File: src/design/etq_pkg.sv
// Shared types, constants and arithmetic helpers for the Euler-to-quaternion block.
package etq_pkg;

   localparam int SIN_STEPS = 5;
   localparam int COS_STEPS = 6;
   localparam int SC_LAT    = 21;   // sincos lane: x, 19 lane stages, output
   localparam int BACK_LAT  = SC_LAT + 4;

   localparam logic [30:0] Q30_ONE = 31'd1073741824;
   localparam logic [31:0] PI_Q30  = 32'd3373259426;
   localparam logic [63:0] RND30   = 64'd536870912;

   // Horner divisors, reciprocals floor(2^(32+L)/k) and their extra shifts L
   localparam logic [7:0]  SIN_K [SIN_STEPS] = '{8'd110, 8'd72, 8'd42, 8'd20, 8'd6};
   localparam logic [32:0] SIN_M [SIN_STEPS] = '{33'd4997780126, 33'd7635497415,
      33'd6544712070, 33'd6871947673, 33'd5726623061};
   localparam logic [3:0]  SIN_L [SIN_STEPS] = '{4'd7, 4'd7, 4'd6, 4'd5, 4'd3};

   localparam logic [7:0]  COS_K [COS_STEPS] = '{8'd132, 8'd90, 8'd56, 8'd30, 8'd12, 8'd2};
   localparam logic [32:0] COS_M [COS_STEPS] = '{33'd8329633543, 33'd6108397932,
      33'd4908534052, 33'd4581298449, 33'd5726623061, 33'd4294967296};
   localparam logic [3:0]  COS_L [COS_STEPS] = '{4'd8, 4'd7, 4'd6, 4'd5, 4'd4, 4'd1};

   typedef struct packed {
      logic        neg;
      logic [31:0] mag;
   } angle_type;

   typedef struct packed {
      angle_type yaw;
      angle_type pitch;
      angle_type roll;
   } cls_type;

   typedef struct packed {
      logic        neg;
      logic [30:0] x;
      logic [31:0] u;
      logic [30:0] ts;
      logic [30:0] tc;
      logic [31:0] ps;
      logic [31:0] pc;
      logic [31:0] qs;
      logic [31:0] qc;
   } lane_type;

   typedef struct packed {
      logic        s_neg;
      logic [30:0] s_mag;
      logic [30:0] c_mag;
   } trig_type;

   typedef struct packed {
      logic signed [15:0] w;
      logic signed [15:0] x;
      logic signed [15:0] y;
      logic signed [15:0] z;
   } quat_type;

   function automatic logic [30:0] half_angle(input logic [31:0] m);
      logic [63:0] p;
      p = {32'd0, m} * {32'd0, PI_Q30} + 64'h8000_0000;
      return p[62:32];
   endfunction

   function automatic logic [31:0] sq30(input logic [30:0] x);
      logic [63:0] p;
      p = {33'd0, x} * {33'd0, x} + RND30;
      return p[61:30];
   endfunction

   function automatic logic [31:0] hs_prod(input logic [31:0] u, input logic [30:0] t);
      logic [63:0] p;
      p = {32'd0, u} * {33'd0, t};
      return p[61:30];
   endfunction

   // estimate of p/k, low by at most one
   function automatic logic [31:0] hs_recip(input logic [31:0] p, input logic [32:0] m,
                                            input logic [3:0] l);
      logic [64:0] r;
      r = {33'd0, p} * {32'd0, m};
      r = r >> (7'd32 + {3'd0, l});
      return r[31:0];
   endfunction

   function automatic logic [30:0] hs_fix(input logic [31:0] p, input logic [31:0] q0,
                                          input logic [7:0] k);
      logic [39:0] qk;
      logic [39:0] r;
      logic [31:0] q;
      qk = {8'd0, q0} * {32'd0, k};
      r  = {8'd0, p} - qk;
      q  = q0 + {31'd0, (r >= {32'd0, k})};
      if (q >= 32'd1073741824) return '0;
      else return Q30_ONE - q[30:0];
   endfunction

   function automatic logic [31:0] mul_a(input logic [30:0] a, input logic [30:0] b);
      logic [63:0] p;
      p = {33'd0, a} * {33'd0, b} + RND30;
      return p[61:30];
   endfunction

   function automatic logic [32:0] mul_b(input logic [31:0] a, input logic [30:0] b);
      logic [63:0] p;
      p = {32'd0, a} * {33'd0, b} + RND30;
      return p[62:30];
   endfunction

   function automatic logic signed [33:0] to_s34(input logic neg, input logic [32:0] mag);
      logic signed [33:0] v;
      v = $signed({1'b0, mag});
      return neg ? -v : v;
   endfunction

   function automatic logic [15:0] to_q15(input logic signed [34:0] v);
      logic [34:0] mag;
      logic [35:0] m;
      logic [16:0] res;
      mag = v[34] ? 35'(-v) : 35'(v);
      m   = ({1'b0, mag} + 36'd16384) >> 15;
      if (v[34]) begin
         if (m > 36'd32768) m = 36'd32768;
         res = 17'h10000 - m[16:0];
      end else begin
         if (m > 36'd32767) m = 36'd32767;
         res = m[16:0];
      end
      return res[15:0];
   endfunction

endpackage

File: src/design/etq_front.sv
// Front stage: takes an angle triple and splits each angle into sign and magnitude.
module etq_front import etq_pkg::*; #(
   parameter int ANGLE_BITS = 16
) (
   input  logic                  clock,
   input  logic                  reset,
   input  logic                  push,
   output logic                  full,
   input  logic [ANGLE_BITS-1:0] yaw_angle,
   input  logic [ANGLE_BITS-1:0] pitch_angle,
   input  logic [ANGLE_BITS-1:0] roll_angle,
   output logic                  q_push,
   output cls_type               q_data,
   input  logic                  q_full
);

   logic    vld_ff, vld_in;
   cls_type data_ff;
   logic    accept;

   function automatic angle_type classify(input logic [ANGLE_BITS-1:0] ang);
      logic [31:0] a;
      angle_type   r;
      a     = 32'(ang) << (32 - ANGLE_BITS);
      r.neg = a[31];
      r.mag = a[31] ? (~a + 32'd1) : a;
      return r;
   endfunction

   assign full   = vld_ff && q_full;
   assign accept = push && !full;
   assign q_push = vld_ff && !q_full;
   assign q_data = data_ff;

   always_comb begin
      vld_in = vld_ff;
      if (accept) vld_in = 1'b1;
      else if (q_push) vld_in = 1'b0;
   end

   always_ff @(posedge clock) begin
      if (reset) vld_ff <= 1'b0;
      else vld_ff <= vld_in;
   end

   always_ff @(posedge clock) begin
      if (accept) begin
         data_ff.yaw   <= classify(yaw_angle);
         data_ff.pitch <= classify(pitch_angle);
         data_ff.roll  <= classify(roll_angle);
      end
   end

endmodule

File: config.mk
export PLATFORM = sky130hd
export DESIGN_NAME = etq_front
export DESIGN_NICKNAME = d
export VERILOG_FILES = /design/src/design/etq_pkg.sv /design/src/design/etq_front.sv
export SDC_FILE = /design/constraint.sdc
export NUM_CORES = 1
export LEC_CHECK = 0
export BUFFER_PORTS_ARGS = -buffer_cell sky130_fd_sc_hd__buf_2
export CAP_MARGIN = 10
export CELL_PAD_IN_SITES_DETAIL_PLACEMENT = 0
export CELL_PAD_IN_SITES_GLOBAL_PLACEMENT = 1
export CORE_AREA = 4 4 98 109
export DETAILED_ROUTE_END_ITERATION = 10
export DIE_AREA = 0 0 102 113
export GPL_TIMING_DRIVEN = 1
export PLACE_DENSITY_LB_ADDON = 0.15
export SYNTH_ARGS = -nofsm -noshare
export SYNTH_HDL_FRONTEND = slang
export SYNTH_SLANG_ARGS = --single-unit
File: constraint.sdc
create_clock -name clock -period 3.4 [get_ports clock]
set_clock_uncertainty 0.1 [all_clocks]
set_input_delay 0.51 -clock clock [delete_from_list [all_inputs] [get_ports clock]]
set_output_delay 0.51 -clock clock [all_outputs]
set_load 0.005 [all_outputs]
After elaboration in Yosys (flattened, before gate mapping). Index checks and enable logic that the tools add are counted.

Mux-type cells: 5. $add $sub $neg: 3. Reductions and logical operators: 6. Bitwise gates (word level): 3.

Operators by type and width (number): adder 32 x 1 -> 32 bit (second input constant) (3); NOT 32 bit (3); two-way mux 31 bit (3); logical AND 1 bit (3); zero test 1 bit (2); two-way mux 1 bit (2); nonzero test 2 bit (1).

Logic and storage cells: 27. Output and inout bits: 101. Bits of input ports: 52. Bits in registers: 100.

Longest topological paths before layout.
Depth in word-level cells: 4. Gate-level depth with buffers: 5. Mapped depth without buffers: 5.

Least setup slack after synthesis. OpenSTA, ideal clock, no wires.

Path type: input to register. From: input port q_full. To: register data_ff (netlist bit q_data[16]) (enable). Stages: 2. Arrival: 2.984 ns. Path slack: -0.150 ns. Library setup time: 0.466 ns. Data required time: 2.834 ns. Buffers on the path: 0. Cell sequence: and2_1 -> nor2b_1.

Word-level cells in the longest chain between the ends: 3.

RTL lines: start: declaration (line etq_front.sv:14) `input logic q_full`; logical AND 1 bit (line etq_front.sv:30) `assign full = vld_ff && q_full;`; zero test 1 bit (line etq_front.sv:31) `assign accept = push && !full;`; logical AND 1 bit (line etq_front.sv:31); net accept (line etq_front.sv:19) `logic accept;`; end: declaration (line etq_front.sv:18) `cls_type data_ff;`.

The timed path passes the listed nets, and every way through them passes these cells. A chain may end at the register's enable or synchronous reset.

Final worst setup path.
From: input port roll_angle[5]. To: register data_ff (netlist bit q_data[30]) (data pin).

Word-level cells in the longest chain between the ends: 3.

RTL lines: start: declaration (line etq_front.sv:11) `input logic [ANGLE_BITS-1:0] roll_angle,`; NOT 32 bit (line etq_front.sv:26) `r.mag = a[31] ? (~a + 32'd1) : a;`; adder 32 x 1 -> 32 bit (line etq_front.sv:26); two-way mux 31 bit (line etq_front.sv:26).

Every way passes these cells.

==> impl_metrics.tcl <==
set metrics [dict create \
    port_buffers 104 \
    synthCells 232 \
    yosys.area.top_type "edfxtp_1" \
    grt_util_all_layers_pct 10.43 \
    ant_nets 0 \
    swShare_pct 24.05 \
    grt_use_met2_pct 16.04 \
    ys_seq_area_share_pct 54.92 \
    clk_pin_slew_worst_paths_ns 0.10 \
    antenna_found_initial 0 \
    internal-power_mw 1.053 \
    power_density_nw_per_um2 406.3 \
    crit_path_cell_trace "buf_2 > or4_4 > or4_4 > o31ai_1 > xnor2_1" \
    use_met1_pct 14.10 \
    path_class "input pin to flip-flop" \
    initial_utilization_pct 29.13 \
    synthMostInstantiatedCell "edfxtp_1" \
    synth-async-reset-ratio_pct 0 \
    wl_per_cell_um 13.23 \
    rows 38 \
    fmax_mhz 476.8 \
    vias 1991 \
    clockBufferDepth 2 \
    grt_setup_unrepaired "no" \
    dp.final_hpwl_um 4755 \
    post-cts-setup-buffer-count 0 \
    fin_crit_sh_pct 61.68 \
    cts_sinks 52 \
    path_max_fanout 5 \
    netlist_top_cells_area "edfxtp_1, buf_4, xnor2_1" \
    dp_slack_ns 0.9722 \
    status "finished, final reports clean" \
    maxCapViolations 0 \
    synth_common_cells "edfxtp_1, buf_4, xnor2_1" \
    synth_edf_count 51 \
    ios 153 \
    hold_path_class "input pin to flip-flop" \
    cp_common_cell "or4_4" \
    synth.cell_area_um2 2825 \
    peakVddDrop_v 0.0001555 \
    synth.avg_cell_area_um2 12.18 \
    worst_ep_required_time_ns 3.36 \
    post-route-drc-count 0 \
    wirelength_um 6085 \
    cpLargestDelayFamily "simple AND/OR/NAND/NOR gates" \
    seq_power_share_pct 56.2 \
    die_w_um 102 \
    gp_congestion 0.7164 \
    cp_slowest_cell "or4_4" \
    n_fill_cell 996 \
    routed_via_density 4.328 \
    ys.flop_type "edfxtp_1" \
    synth-seq-cells 52 \
    grt_pass1_vias 1855 \
    coreArea_um2 9699 \
    worstMarginPinSlew_ns 0.6700 \
    clock_latency_ns 0.29 \
    cts-root-buf "clkbuf_8" \
    hp-start "reset" \
    crit_start "roll_angle[5]" \
    first_pass_iters 4 \
    setup_viol 0 \
    path_buf_inv 1 \
    r2r-start "vld_ff" \
    grt_use_met3_pct 2.713 \
    slew_headroom_pct 55.33 \
    first_iter_violations 63 \
    grt_overflow 0 \
    syn_to_final_growth_pct 20.77 \
    period_needed_ns 2.097 \
    ys_warn_count 0 \
    ctsResizeCount 0 \
    worst_slack_ns 1.303 \
    antenna_cells 0 \
    nets 394 \
    comb_power_share_pct 16.0 \
    switchingPower_mw 0.3334 \
    cts_hold_buf 0 \
    grt_max_degree 52 \
    report.final.slew_viol_count 0 \
    cp_slowest_stage_delay_ns 0.55 \
    clockPowerShare_pct 27.8 \
    dieArea_um2 11530 \
    synthDistinctLibCells 25 \
    leakage_nw 1.389 \
    layout-drive-gt1-share_pct 34.41 \
    grt_pass1_wl_um 9446 \
    gr-max-usage-layer "met2" \
    die_h_um 113 \
    cts_tree "yes" \
    cts_buffers 5 \
    finalHoldViolCount 0 \
    end_kind "flip-flop" \
    finalSetupTns_ns 0 \
    yosys.area.top_type_share_pct 54.21 \
    startpoint_type "input pin" \
    cp.arrival_ns 2.06 \
    h-tree-depth 2 \
]
[layout by cell type (no fill, tap or decap), types with 6 or more instances in the layout]
cell        n
edfxtp_1   51
nand2_1    12
o31ai_1    10
o41ai_1     6
o21ai_0    17
conb_1     48
buf_2     104
xnor2_1    39
clkbuf_8    7
inv_1       6
nand2b_1    7
[registers in the layout (all words and copies together) (netlist names)]
| register | flops |
|---|---|
| q_data | 51 |
| vld_ff | 1 |
[power groups by stage]
stage / Clock, mW / Sequential [mW] / Combinational (mW)
floorplan: 0 / 0.802 / 0.139
global placement: 0 / 0.795 / 0.227
detailed placement: 0 / 0.795 / 0.225
CTS: 0.402 / 0.781 / 0.226
global route: 0.432 / 0.786 / 0.253
finish: 0.385 / 0.779 / 0.222
[area by class of cell]
cell class                      instances  area, um^2  share of cell area [%]
Timing Repair Buffer                  105       528.0                   15.47
Tap cell                              120       150.1                   4.400
Clock buffer                            8       100.1                   2.934
Sequential cell                        52        1551                   45.47
Inverter                                6       22.52                  0.6601
Multi-Input combinational cell        169        1060                   31.06
[metal layers]
layer | vias to the layer above | routed length (um)
met5 | - | 0
met4 | 0 | 87
met3 | 4 | 630
met2 | 108 | 2825
met1 | 927 | 2542
li1 | 952 | -
[per-stage QoR]
step	cells	util [%]	total power, mW	cell area (um^2)	hold WS (ns)
4_1_cts	460	35.18	1.408	3412	0.2509
3_3_place_gp	452	34.15	1.022	3312	0.5519
2_1_floorplan	279	-	0.9417	3004	0.4824
6_report	460	35.18	1.386	3412	0.2606
3_5_place_dp	452	34.15	1.020	3312	0.5591
5_1_grt	460	35.18	1.470	3412	0.2523
[path summary, 6_finish.rpt]
path              slack [ns]    endpoint  cells after the start
setup / recovery        1.30  q_data[30]                      5
hold / removal          0.26      vld_ff                      2
setup reg to reg        1.77  q_data[83]                      3
hold reg to reg         0.56      vld_ff                      3
[cell families after synthesis]
family / Yosys count / share of synthesized area, %
adders and majority gates: 3 / 1.329
and+or+nand+nor: 45 / 9.344
xor gates and xnor gates: 39 / 12.09
buffers and inverters: 58 / 14.08
AOI/OAI and AO/OA: 34 / 8.105
other: 1 / 0.1327
DFF: 52 / 54.92
Note: power is estimated with default switching activity, not from simulation.
