===== src/design/etq_pkg.sv =====
// Shared types, constants and arithmetic helpers for the Euler-to-quaternion block.
package etq_pkg;

   localparam int SIN_STEPS = 5;
   localparam int COS_STEPS = 6;
   localparam int SC_LAT    = 21;   // sincos lane: x, 19 lane stages, output
   localparam int BACK_LAT  = SC_LAT + 4;

   localparam logic [30:0] Q30_ONE = 31'd1073741824;
   localparam logic [31:0] PI_Q30  = 32'd3373259426;
   localparam logic [63:0] RND30   = 64'd536870912;

   // Horner divisors, reciprocals floor(2^(32+L)/k) and their extra shifts L
   localparam logic [7:0]  SIN_K [SIN_STEPS] = '{8'd110, 8'd72, 8'd42, 8'd20, 8'd6};
   localparam logic [32:0] SIN_M [SIN_STEPS] = '{33'd4997780126, 33'd7635497415,
      33'd6544712070, 33'd6871947673, 33'd5726623061};
   localparam logic [3:0]  SIN_L [SIN_STEPS] = '{4'd7, 4'd7, 4'd6, 4'd5, 4'd3};

   localparam logic [7:0]  COS_K [COS_STEPS] = '{8'd132, 8'd90, 8'd56, 8'd30, 8'd12, 8'd2};
   localparam logic [32:0] COS_M [COS_STEPS] = '{33'd8329633543, 33'd6108397932,
      33'd4908534052, 33'd4581298449, 33'd5726623061, 33'd4294967296};
   localparam logic [3:0]  COS_L [COS_STEPS] = '{4'd8, 4'd7, 4'd6, 4'd5, 4'd4, 4'd1};

   typedef struct packed {
      logic        neg;
      logic [31:0] mag;
   } angle_type;

   typedef struct packed {
      angle_type yaw;
      angle_type pitch;
      angle_type roll;
   } cls_type;

   typedef struct packed {
      logic        neg;
      logic [30:0] x;
      logic [31:0] u;
      logic [30:0] ts;
      logic [30:0] tc;
      logic [31:0] ps;
      logic [31:0] pc;
      logic [31:0] qs;
      logic [31:0] qc;
   } lane_type;

   typedef struct packed {
      logic        s_neg;
      logic [30:0] s_mag;
      logic [30:0] c_mag;
   } trig_type;

   typedef struct packed {
      logic signed [15:0] w;
      logic signed [15:0] x;
      logic signed [15:0] y;
      logic signed [15:0] z;
   } quat_type;

   function automatic logic [30:0] half_angle(input logic [31:0] m);
      logic [63:0] p;
      p = {32'd0, m} * {32'd0, PI_Q30} + 64'h8000_0000;
      return p[62:32];
   endfunction

   function automatic logic [31:0] sq30(input logic [30:0] x);
      logic [63:0] p;
      p = {33'd0, x} * {33'd0, x} + RND30;
      return p[61:30];
   endfunction

   function automatic logic [31:0] hs_prod(input logic [31:0] u, input logic [30:0] t);
      logic [63:0] p;
      p = {32'd0, u} * {33'd0, t};
      return p[61:30];
   endfunction

   // estimate of p/k, low by at most one
   function automatic logic [31:0] hs_recip(input logic [31:0] p, input logic [32:0] m,
                                            input logic [3:0] l);
      logic [64:0] r;
      r = {33'd0, p} * {32'd0, m};
      r = r >> (7'd32 + {3'd0, l});
      return r[31:0];
   endfunction

   function automatic logic [30:0] hs_fix(input logic [31:0] p, input logic [31:0] q0,
                                          input logic [7:0] k);
      logic [39:0] qk;
      logic [39:0] r;
      logic [31:0] q;
      qk = {8'd0, q0} * {32'd0, k};
      r  = {8'd0, p} - qk;
      q  = q0 + {31'd0, (r >= {32'd0, k})};
      if (q >= 32'd1073741824) return '0;
      else return Q30_ONE - q[30:0];
   endfunction

   function automatic logic [31:0] mul_a(input logic [30:0] a, input logic [30:0] b);
      logic [63:0] p;
      p = {33'd0, a} * {33'd0, b} + RND30;
      return p[61:30];
   endfunction

   function automatic logic [32:0] mul_b(input logic [31:0] a, input logic [30:0] b);
      logic [63:0] p;
      p = {32'd0, a} * {33'd0, b} + RND30;
      return p[62:30];
   endfunction

   function automatic logic signed [33:0] to_s34(input logic neg, input logic [32:0] mag);
      logic signed [33:0] v;
      v = $signed({1'b0, mag});
      return neg ? -v : v;
   endfunction

   function automatic logic [15:0] to_q15(input logic signed [34:0] v);
      logic [34:0] mag;
      logic [35:0] m;
      logic [16:0] res;
      mag = v[34] ? 35'(-v) : 35'(v);
      m   = ({1'b0, mag} + 36'd16384) >> 15;
      if (v[34]) begin
         if (m > 36'd32768) m = 36'd32768;
         res = 17'h10000 - m[16:0];
      end else begin
         if (m > 36'd32767) m = 36'd32767;
         res = m[16:0];
      end
      return res[15:0];
   endfunction

endpackage


===== src/design/etq_fifo.sv =====
// Small synchronous word queue with occupancy count.
module etq_fifo import etq_pkg::*; #(
   parameter int WIDTH = 8,
   parameter int DEPTH = 4
) (
   input  logic             clock,
   input  logic             reset,
   input  logic             push,
   input  logic [WIDTH-1:0] wdata,
   output logic             full,
   input  logic             pop,
   output logic [WIDTH-1:0] rdata,
   output logic             empty
);

   localparam int AW = (DEPTH > 1) ? $clog2(DEPTH) : 1;

   logic [WIDTH-1:0] mem_ff [DEPTH];
   logic [AW-1:0]    wr_ff, wr_in, rd_ff, rd_in;
   logic [AW:0]      cnt_ff, cnt_in;

   assign full  = (cnt_ff == (AW+1)'(DEPTH));
   assign empty = (cnt_ff == '0);
   assign rdata = mem_ff[rd_ff];

   always_comb begin
      wr_in  = wr_ff;
      rd_in  = rd_ff;
      cnt_in = cnt_ff;
      if (push) wr_in = (wr_ff == AW'(DEPTH-1)) ? '0 : wr_ff + 1'b1;
      if (pop)  rd_in = (rd_ff == AW'(DEPTH-1)) ? '0 : rd_ff + 1'b1;
      if (push && !pop) cnt_in = cnt_ff + 1'b1;
      else if (pop && !push) cnt_in = cnt_ff - 1'b1;
   end

   always_ff @(posedge clock) begin
      if (reset) begin
         wr_ff  <= '0;
         rd_ff  <= '0;
         cnt_ff <= '0;
      end else begin
         wr_ff  <= wr_in;
         rd_ff  <= rd_in;
         cnt_ff <= cnt_in;
      end
   end

   always_ff @(posedge clock) begin
      if (push) mem_ff[wr_ff] <= wdata;
   end

   a_no_overflow: assert property (@(posedge clock) disable iff (reset)
      !(push && full && !pop)) else $error("push into full queue");
   a_fill: assert property (@(posedge clock) disable iff (reset)
      push && !pop |=> !empty) else $error("queue empty after push");
   a_drain: assert property (@(posedge clock) disable iff (reset)
      pop && !push && (cnt_ff == (AW+1)'(1)) |=> empty) else $error("queue not empty after last pop");

endmodule


===== config.mk =====
export PLATFORM = sky130hd
export DESIGN_NAME = etq_fifo
export DESIGN_NICKNAME = d
export VERILOG_FILES = /design/src/design/etq_pkg.sv /design/src/design/etq_fifo.sv
export SDC_FILE = /design/constraint.sdc
export NUM_CORES = 1
export LEC_CHECK = 0
export BUFFER_PORTS_ARGS = -buffer_cell sky130_fd_sc_hd__buf_2
export CAP_MARGIN = 20
export CORE_ASPECT_RATIO = 2
export CORE_MARGIN = 2
export CORE_UTILIZATION = 30
export CTS_CLUSTER_SIZE = 40
export DETAILED_ROUTE_END_ITERATION = 16
export GPL_TIMING_DRIVEN = 0
export PLACE_DENSITY = 0.46
export SETUP_SLACK_MARGIN = 0.2
export SKIP_LAST_GASP = 1
export SLEW_MARGIN = 30
export SYNTH_ARGS = -nofsm -noshare
export SYNTH_HDL_FRONTEND = slang
export SYNTH_SLANG_ARGS = --single-unit

===== constraint.sdc =====
create_clock -name clock -period 2.4 [get_ports clock]
set_clock_uncertainty 0.15 [all_clocks]
set_input_delay 0 -clock clock [delete_from_list [all_inputs] [get_ports clock]]
set_output_delay 0 -clock clock [all_outputs]
set_load 0.05 [all_outputs]

# Word level (Yosys, flattened, before mapping)
# Memories as Yosys holds them, arrays and structs flattened. A register that Yosys moved wholly into a read port is not among the register bits.
# Cells that the tools add are included.
# W data, S select, Z words.
word_totals:
  regBits: 7
  ram_bits: 32
  input_bits: 12
  output_inout_bits: 10
  wordCells: 25
  n_memories: 1
memory_table:
  columns: ["name", "words", "word_bits", "rd", "rd_clocked_by_memory_dff", "wr", "line", "rtl"]
  rows:
  - ["mem_ff", 4, 8, 1, 1, 1, "etq_fifo.sv:18", "logic [WIDTH-1:0] mem_ff [DEPTH];"]
op_classes:
  add_sub_neg: 4
  eq_ne: 3
  muxes: 8
  n_reduce_logical: 6
ops:
  columns: ["cell", "count"]
  rows:
  - ["$mux W2", 4]
  - ["$mux W3", 2]
  - ["$add A2 B1 Y2 const B", 2]
  - ["$eq A2 B2 Y1 const B", 2]
  - ["$add A3 B1 Y3 const B", 1]
  - ["$eq A3 B3 Y1 const B", 1]
  - ["$logic_not A3 Y1", 1]
  - ["$sub A3 B1 Y3 const B", 1]
  - ["$logic_and A1 B1 Y1", 2]
  - ["$logic_not A1 Y1", 2]
  - ["$mux W1", 2]
  - ["$reduce_bool A2 Y1", 1]

# Logic depth before layout (Yosys ltp)
# Gate-level depths: netlist (run 1).
logic_depth:
  depth_word: 4
  ltp_mapped: 7
  mapped_depth_nobuf: 7

# Worst setup path after synthesis (run 1)
# Ideal clock, no wire load.
synth_timing:
  path_kind: "register -> output"
  from: "register cnt_ff[1]"
  to: "output port full"
  t_arrival_ps: 1502
  required_time_ps: 2250
  slack_ps: 748
  path_stages_with_launch: 2
  path_buffers: 0
  cell_sequence: "dfxtp_1 > nor3b_1"
synth_via:
  elab_chain_len: 1
synth_rtl:
  columns: ["item", "line", "rtl"]
  rows:
  - ["start: declaration", "etq_fifo.sv:20", "logic [AW:0] cnt_ff, cnt_in;"]
  - ["start signal: assignment", "etq_fifo.sv:44", "cnt_ff <= cnt_in;"]
  - ["$eq A3 B3 Y1", "etq_fifo.sv:22", "assign full = (cnt_ff == (AW+1)'(DEPTH));"]
  - ["end: declaration", "etq_fifo.sv:10", "output logic full,"]
# No other way between the ends.

# Worst setup path after layout (run 1)
layout_timing:
  from: "input port pop"
  to: "register cnt_ff[2]"
layout_via:
  elab_chain_len: 3
  word_cells_on_any_way: 5
  cone_classes: "mux (1); reduce/logical (4)"
layout_rtl:
  columns: ["item", "line", "rtl"]
  rows:
  - ["start: declaration", "etq_fifo.sv:11", "input logic pop,"]
  - ["$logic_not A1 Y1", "etq_fifo.sv:32", "if (push && !pop) cnt_in = cnt_ff + 1'b1;"]
  - ["$logic_and A1 B1 Y1", "etq_fifo.sv:32", null]
  - ["$mux W3 / $reduce_bool A2 Y1 (equally long branches)", null, null]
# Parallel ways exist; a longest one is shown, timed or not.
# A chain may end at the register's enable or synchronous reset.

==> results.yml, run 1 <==
layout:
  drive_gt1_frac: 0.3095
  area_delta_synth_final_pct: 25.22
  layout.cells.most_common_list: "edfxtp_1 (32), buf_2 (21), dlygate4sd3_1 (11)"
  final_common_cell: "edfxtp_1"
  fin_util: 0.3893
  nets: 144
  antenna_cells: 0
critical_path:
  end_kind: "register"
  path_delay_family: "buffers and inverters"
  setup.worst_path.start_class: "input port"
  cp_data_arrival_time_ns: 1.97
  crit_top_cell: "inv_1"
  slowest_delay_ns: 0.52
  critPathSlowestCell: "dlygate4sd3_1"
  path_buf_inv: 4
  cp_max_fo: 3
  critical_path_required_ns: 2.47
  worst-setup-path-type: "in2reg"
  path_cells: "dlygate4sd3_1 -> buf_2 -> inv_1 -> ha_1 -> inv_1 -> fa_1 -> xor2_1 -> or3_1 -> a21oi_1"
die:
  initial_core_util: 0.3109
  num_io_pins: 22
  fp.dieArea_mm2: 0.005961
  rows: 37
  die-width_um: 55.61
  die_h_um: 107.2
  coreArea_mm2: 0.005139
sta:
  worst_slack_ns: 0.5036
  post-route-period-util: 0.7902
  setup_tns_ns: 0
  finalSetupViolations: 0
  final_hold_viol_count: 0
  finalCriticalPeriod_ns: 1.896
  worst_hold_slack_ns: 0.3077
  drv_slew: 0
  tightest_slew_ns: 0.4569
  rsz0062_at_grt: "false"
  relSlewSlack: 0.6954
  max_freq_mhz: 527.3
cts:
  ctsHtreeMaxLevel: 2
  cts_resized: 0
  clk_pin_slew_ns: 0.07
  cts_tree: "done"
  clockRootBuffer: "clkbuf_8"
  clk-insertion-delay-late_ns: 0.28
  cts_buffer_depth: 2
  numCtsBuffers: 5
  clock_sinks: 41
synth:
  syn-num-nets: 105
  synthCells: 86
  synth_area_mm2: 0.001598
  synth-seq-cells: 41
  synth_seq_area_share: 0.7142
  ys.warnings.count: 0
  synth_cell_types: 17
  avgSynthCellArea_um2: 18.58
place:
  io_buffers: 21
  gp_congestion: 0.6578
  dp_slack_ns: 0.7179
  dp.final_hpwl_um: 1905
routing:
  wl_per_cell_um: 14.29
  antenna_left: 0
  vias: 830
  drt_first_pass_iters: 4
  first_iter_violations: 16
  viasPerCell: 4.511
  drc_errors: 0
  drt-total-wl_um: 2630
min_path:
  hold_path.class: "in2reg"
power_and_ir_drop:
  p_leak_uw: 0.0007457
  vdd_ir_drop_max_uv: 361.0
  pwr_density_cell_mw_per_mm2: 808.0
  p_total_uw: 1617
grt:
  grt_pass1_wl_um: 4471
  grt_util_met3: 0.03136
  grt_most_used_layer: "met2"
  grt_overflow: 0
  gr-usage-all-layers: 0.1033
  grt_start_max_net_pins: 14
  met2_usage: 0.1905
  grt_util_met1: 0.09644
  grt_pass1_vias: 903
  antenna_found_initial: 0
flow_run:
  cap_violations: 0
status:
  status: "complete, no violations"
-- path summary, 6_finish.rpt --
check,to,start,slack (ns),cells past startpoint
worst max-delay path,cnt_ff[2],pop,0.50,9
worst min-delay path,mem_ff[1][0],wdata[0],0.31,2
worst max register to register,cnt_ff[2],cnt_ff[0],0.77,4
worst min register to register,cnt_ff[2],cnt_ff[2],0.39,2
-- worst reg2reg max path: cells and delay by family (launching register included) --
| kind | cells | cell delay, ns |
|---|---|---|
| simple gates | 1 | 0.30 |
| xor+xnor | 1 | 0.16 |
| compound gates | 1 | 0.15 |
| fa+ha+maj | 1 | 0.44 |
| flops | 1 | 0.36 |
-- cells in the mapped netlist --
library cell,instances,share of area
edfxtp_1,32,0.60
clkbuf_2,1,0.0031
inv_1,4,0.0094
a21oi_1,2,0.0063
o21ai_0,1,0.0031
nor3b_1,2,0.0094
and2_1,4,0.016
ha_1,6,0.047
mux4_2,8,0.11
mux2i_1,4,0.025
nor2_1,7,0.016
or3_1,1,0.0039
nor3_1,1,0.0031
xor2_1,2,0.011
buf_6,1,0.0070
dfxtp_1,9,0.11
fa_1,1,0.013
-- per-layer routing --
layer  vias up  share of wire
met2        19           0.57
met3         6          0.043
met5         -              0
met1       404           0.35
li1        401              -
met4         0          0.032
-- power breakdown --
group | switching, uW | total, uW | internal (uW)
clock network | 228 | 524 | 296
logic | 170 | 264 | 94.5
registers | 21.2 | 828 | 807
-- cell families after synthesis --
logic type / synth area share
AND/OR/NAND/NOR: 0.04855
multiplexers: 0.1378
XOR/XNOR: 0.01097
adder cells (fa/ha/maj): 0.05951
flip-flops: 0.7142
buffers and inverters: 0.01957
AO/OA/AOI/OAI: 0.009394
-- layout make-up --
cell class / count / area (um^2)
well taps: 58 / 72.57
multi-input cells: 39 / 425.4
clock buffers: 7 / 107.6
repair buffers: 32 / 215.2
flip-flops and latches: 41 / 1141
fillers: 477 / 3138
plain buffers: 2 / 16.27
inverters: 4 / 15.01
clock inverters: 1 / 7.507
-- through the flow --
step                      std cells  area (um^2)
final                           184         2001
after global routing            184         2001
after CTS                       184         2001
after detailed placement        165         1775
after global placement          165         1775
after floorplan                  86         1598
-- sequential cells by signal, summed over array words and instances (netlist names), named ones only --
signal	count
wr_ff	2
mem_ff	32
cnt_ff	3
rd_ff	2
-- what timing repair did --
item | 4_1_cts | 5_1_grt
hold endpoints to repair | 41 | 0
hold buffers | 11 | 0
buffers inserted | 0 | 0
Note: power is estimated with default switching activity, not from simulation.
==> run 2, diff against run 1 <==
--- a/config.mk
+++ b/config.mk
@@ -5,6 +5,7 @@
 export SDC_FILE = /design/constraint.sdc
 export NUM_CORES = 1
 export LEC_CHECK = 0
+export ABC_AREA = 1
 export BUFFER_PORTS_ARGS = -buffer_cell sky130_fd_sc_hd__buf_2
 export CAP_MARGIN = 20
 export CORE_ASPECT_RATIO = 2
==> constraint.sdc (replaced) <==
create_clock -name clock -period 1.8 [get_ports clock]
set_clock_uncertainty 0.15 [all_clocks]
set_input_delay 0 -clock clock [delete_from_list [all_inputs] [get_ports clock]]
set_output_delay 0 -clock clock [all_outputs]
set_load 0.05 [all_outputs]
==> run 2 against run 1 <==
Net effect: core utilization decreased by 0.20 points; critical endpoint is now rdata[1]; critical path depth decreased by 4; highest routed layer unchanged; largest cell class unchanged; die area is 3.2% higher.
==> results.yml, run 2 <==
status:
  status: "complete, no violations"
layout:
  multiInputGateArea_um2: 434.2
  final_common_cell: "edfxtp_1"
  area_delta_synth_final_pct: 25.99
  fill_cells: 524
  reg_top3: "mem_ff (32), cnt_ff (3)"
  antenna_cells: 0
  nets: 195
  largest-register: "mem_ff"
  drive_gt1_frac: 0.2147
  layout.cells.most_common_list: "edfxtp_1 (32), nor2_1 (22), o21ai_0 (15)"
  largest_reg_flops: 32
  final-seq-area_mm2: 0.001146
sta:
  setup_tns_ns: 0
  max_freq_mhz: 650.0
  relSlewSlack: 0.7312
  post-route-period-util: 0.8548
  finalCriticalPeriod_ns: 1.539
  drv_slew: 0
  final_hold_viol_count: 0
  worst_hold_slack_ns: 0.08710
  finalSetupViolations: 0
  tightest_slew_ns: 0.4027
  rsz0062_at_grt: "false"
cts:
  clock_sinks: 41
  clockRootBuffer: "clkbuf_8"
  clk_pin_slew_ns: 0.07
  cts_tree: "done"
  clk-insertion-delay-late_ns: 0.28
  ctsHtreeMaxLevel: 2
  post-cts-setup-buffers: 0
  cts_buffer_depth: 2
  numCtsBuffers: 5
power_and_ir_drop:
  vdd_ir_drop_max_uv: 746.5
  p_leak_uw: 0.0008318
  pwr_density_cell_mw_per_mm2: 996.3
die:
  die_h_um: 108.9
  fp.dieArea_mm2: 0.006151
  rows: 38
  coreArea_mm2: 0.005373
  die-width_um: 56.47
  initial_core_util: 0.3074
  num_io_pins: 22
synth:
  synthCells: 135
  synth_cell_types: 19
  synth.area.top_cells: "edfxtp_1 (58%), dfxtp_1 (11%), nor2_1 (5.0%)"
  avgSynthCellArea_um2: 12.23
  ys.warnings.count: 0
  async_reset_ff_frac: 0
  synth_top_area_share: 0.5818
  synth_area_mm2: 0.001652
  syn-num-nets: 154
  synth_seq_area_share: 0.6909
  synth_flop_cell: "edfxtp_1"
  synth-seq-cells: 41
  synth_edf_count: 32
  yosys.cell_count.top_type: "edfxtp_1"
  synth_top_area_cell: "edfxtp_1"
  synthTopCellsByCount: "edfxtp_1 (32), nor2_1 (22), inv_1 (15), o21ai_0 (15), dfxtp_1 (9)"
grt:
  gr-usage-all-layers: 0.1205
  grt_overflow: 0
  grt_pass1_wl_um: 5423
  grt_pass1_vias: 1193
  grt_start_max_net_pins: 13
  antenna_found_initial: 0
routing:
  antenna_left: 0
  wl_per_cell_um: 14.51
  drt_first_pass_iters: 4
  drc_errors: 0
  vias: 1116
  first_iter_violations: 37
  drt-total-wl_um: 3440
  viasPerCell: 4.709
critical_path:
  cp_max_fo: 10
  end_kind: "output pin"
  critPathSlowestCell: "dfxtp_4"
  critical_path_required_ns: 1.65
  path_cells: "inv_4 -> buf_8 -> nor2_1 -> o22ai_1 -> buf_4"
  ff2ff_path_depth: 4
  setup.worst_path.start_class: "register"
  cp_data_arrival_time_ns: 1.39
  worst-setup-path-type: "reg2out"
  r2r-start: "wr_ff[0]"
  slowest_delay_ns: 0.39
place:
  dp.final_hpwl_um: 2490
  io_buffers: 21
  gp_congestion: 0.7573
min_path:
  min_from: "push"
  worstHoldPathCells: 4
  hold_path.class: "in2reg"
flow_run:
  cap_violations: 0
run 2: what timing repair did:
item | CTS | global route
endpoints found under the setup margin | 8 | 5
hold buffers | 13 | 0
hold endpoints to repair | 41 | 0
pin swaps | 0 | 0
gates resized for setup | 12 | 3
run 2: final timing paths:
| check | end | slack (ns) |
|---|---|---|
| worst max register to register | mem_ff[0][7] | 0.36 |
| worst max-delay path | rdata[1] | 0.26 |
| worst min-delay path | cnt_ff[0] | 0.09 |
| worst min register to register | wr_ff[1] | 0.39 |
run 2: cell families after synthesis:
| logic type | count (synthesis) | share of synthesized area |
|---|---|---|
| adder cells (fa/ha/maj) | 7 | 0.05758 |
| AO/OA/AOI/OAI | 30 | 0.1015 |
| XOR/XNOR | 1 | 0.005304 |
| buffers and inverters | 18 | 0.04999 |
| flip-flops | 41 | 0.6909 |
| AND/OR/NAND/NOR | 38 | 0.09470 |
run 2: through the flow:
step                      utilization  instance area [um^2]  instances  power [uW]  setup slack [ns]
after global routing           0.3873                  2081        237        2163            0.2072
after CTS                      0.3850                  2068        237        2087            0.2065
after detailed placement       0.3409                  1832        216        1491            0.3179
after global placement         0.3409                  1832        216        1475            0.3613
after floorplan                     -                  1652        135        1383            0.2193
final                          0.3873                  2081        237        2073            0.2614
run 2: layer usage:
layer,share of wire,GRT usage,wire length (um)
met1,0.36,0.1074,1253
met2,0.58,0.2409,1988
met3,0.036,0.02017,125
met4,0.021,0.06973,73
met5,0,0,0
run 2: power by group:
group | leakage (uW) | internal (uW) | switching [uW]
Combinational | 0.000420 | 134 | 268
Clock | 0.0000422 | 272 | 289
Sequential | 0.000370 | 1070 | 37.1
Total | 0.000832 | 1480 | 594
run 2: critical path: cells and delay by family (launching register included):
| kind | cells | cell delay [ns] |
|---|---|---|
| simple gates | 1 | 0.05 |
| flops | 1 | 0.39 |
| buf+inv | 3 | 0.50 |
| compound gates | 1 | 0.17 |
run 2: area by class of cell:
class,count,share of cell area
Buffer,2,0.01263
Sequential cell,41,0.5508
Tap cell,60,0.03608
Multi-Input combinational cell,76,0.2087
Timing Repair Buffer,34,0.1227
Inverter,16,0.03007
Clock buffer,7,0.03668
Clock inverter,1,0.002405
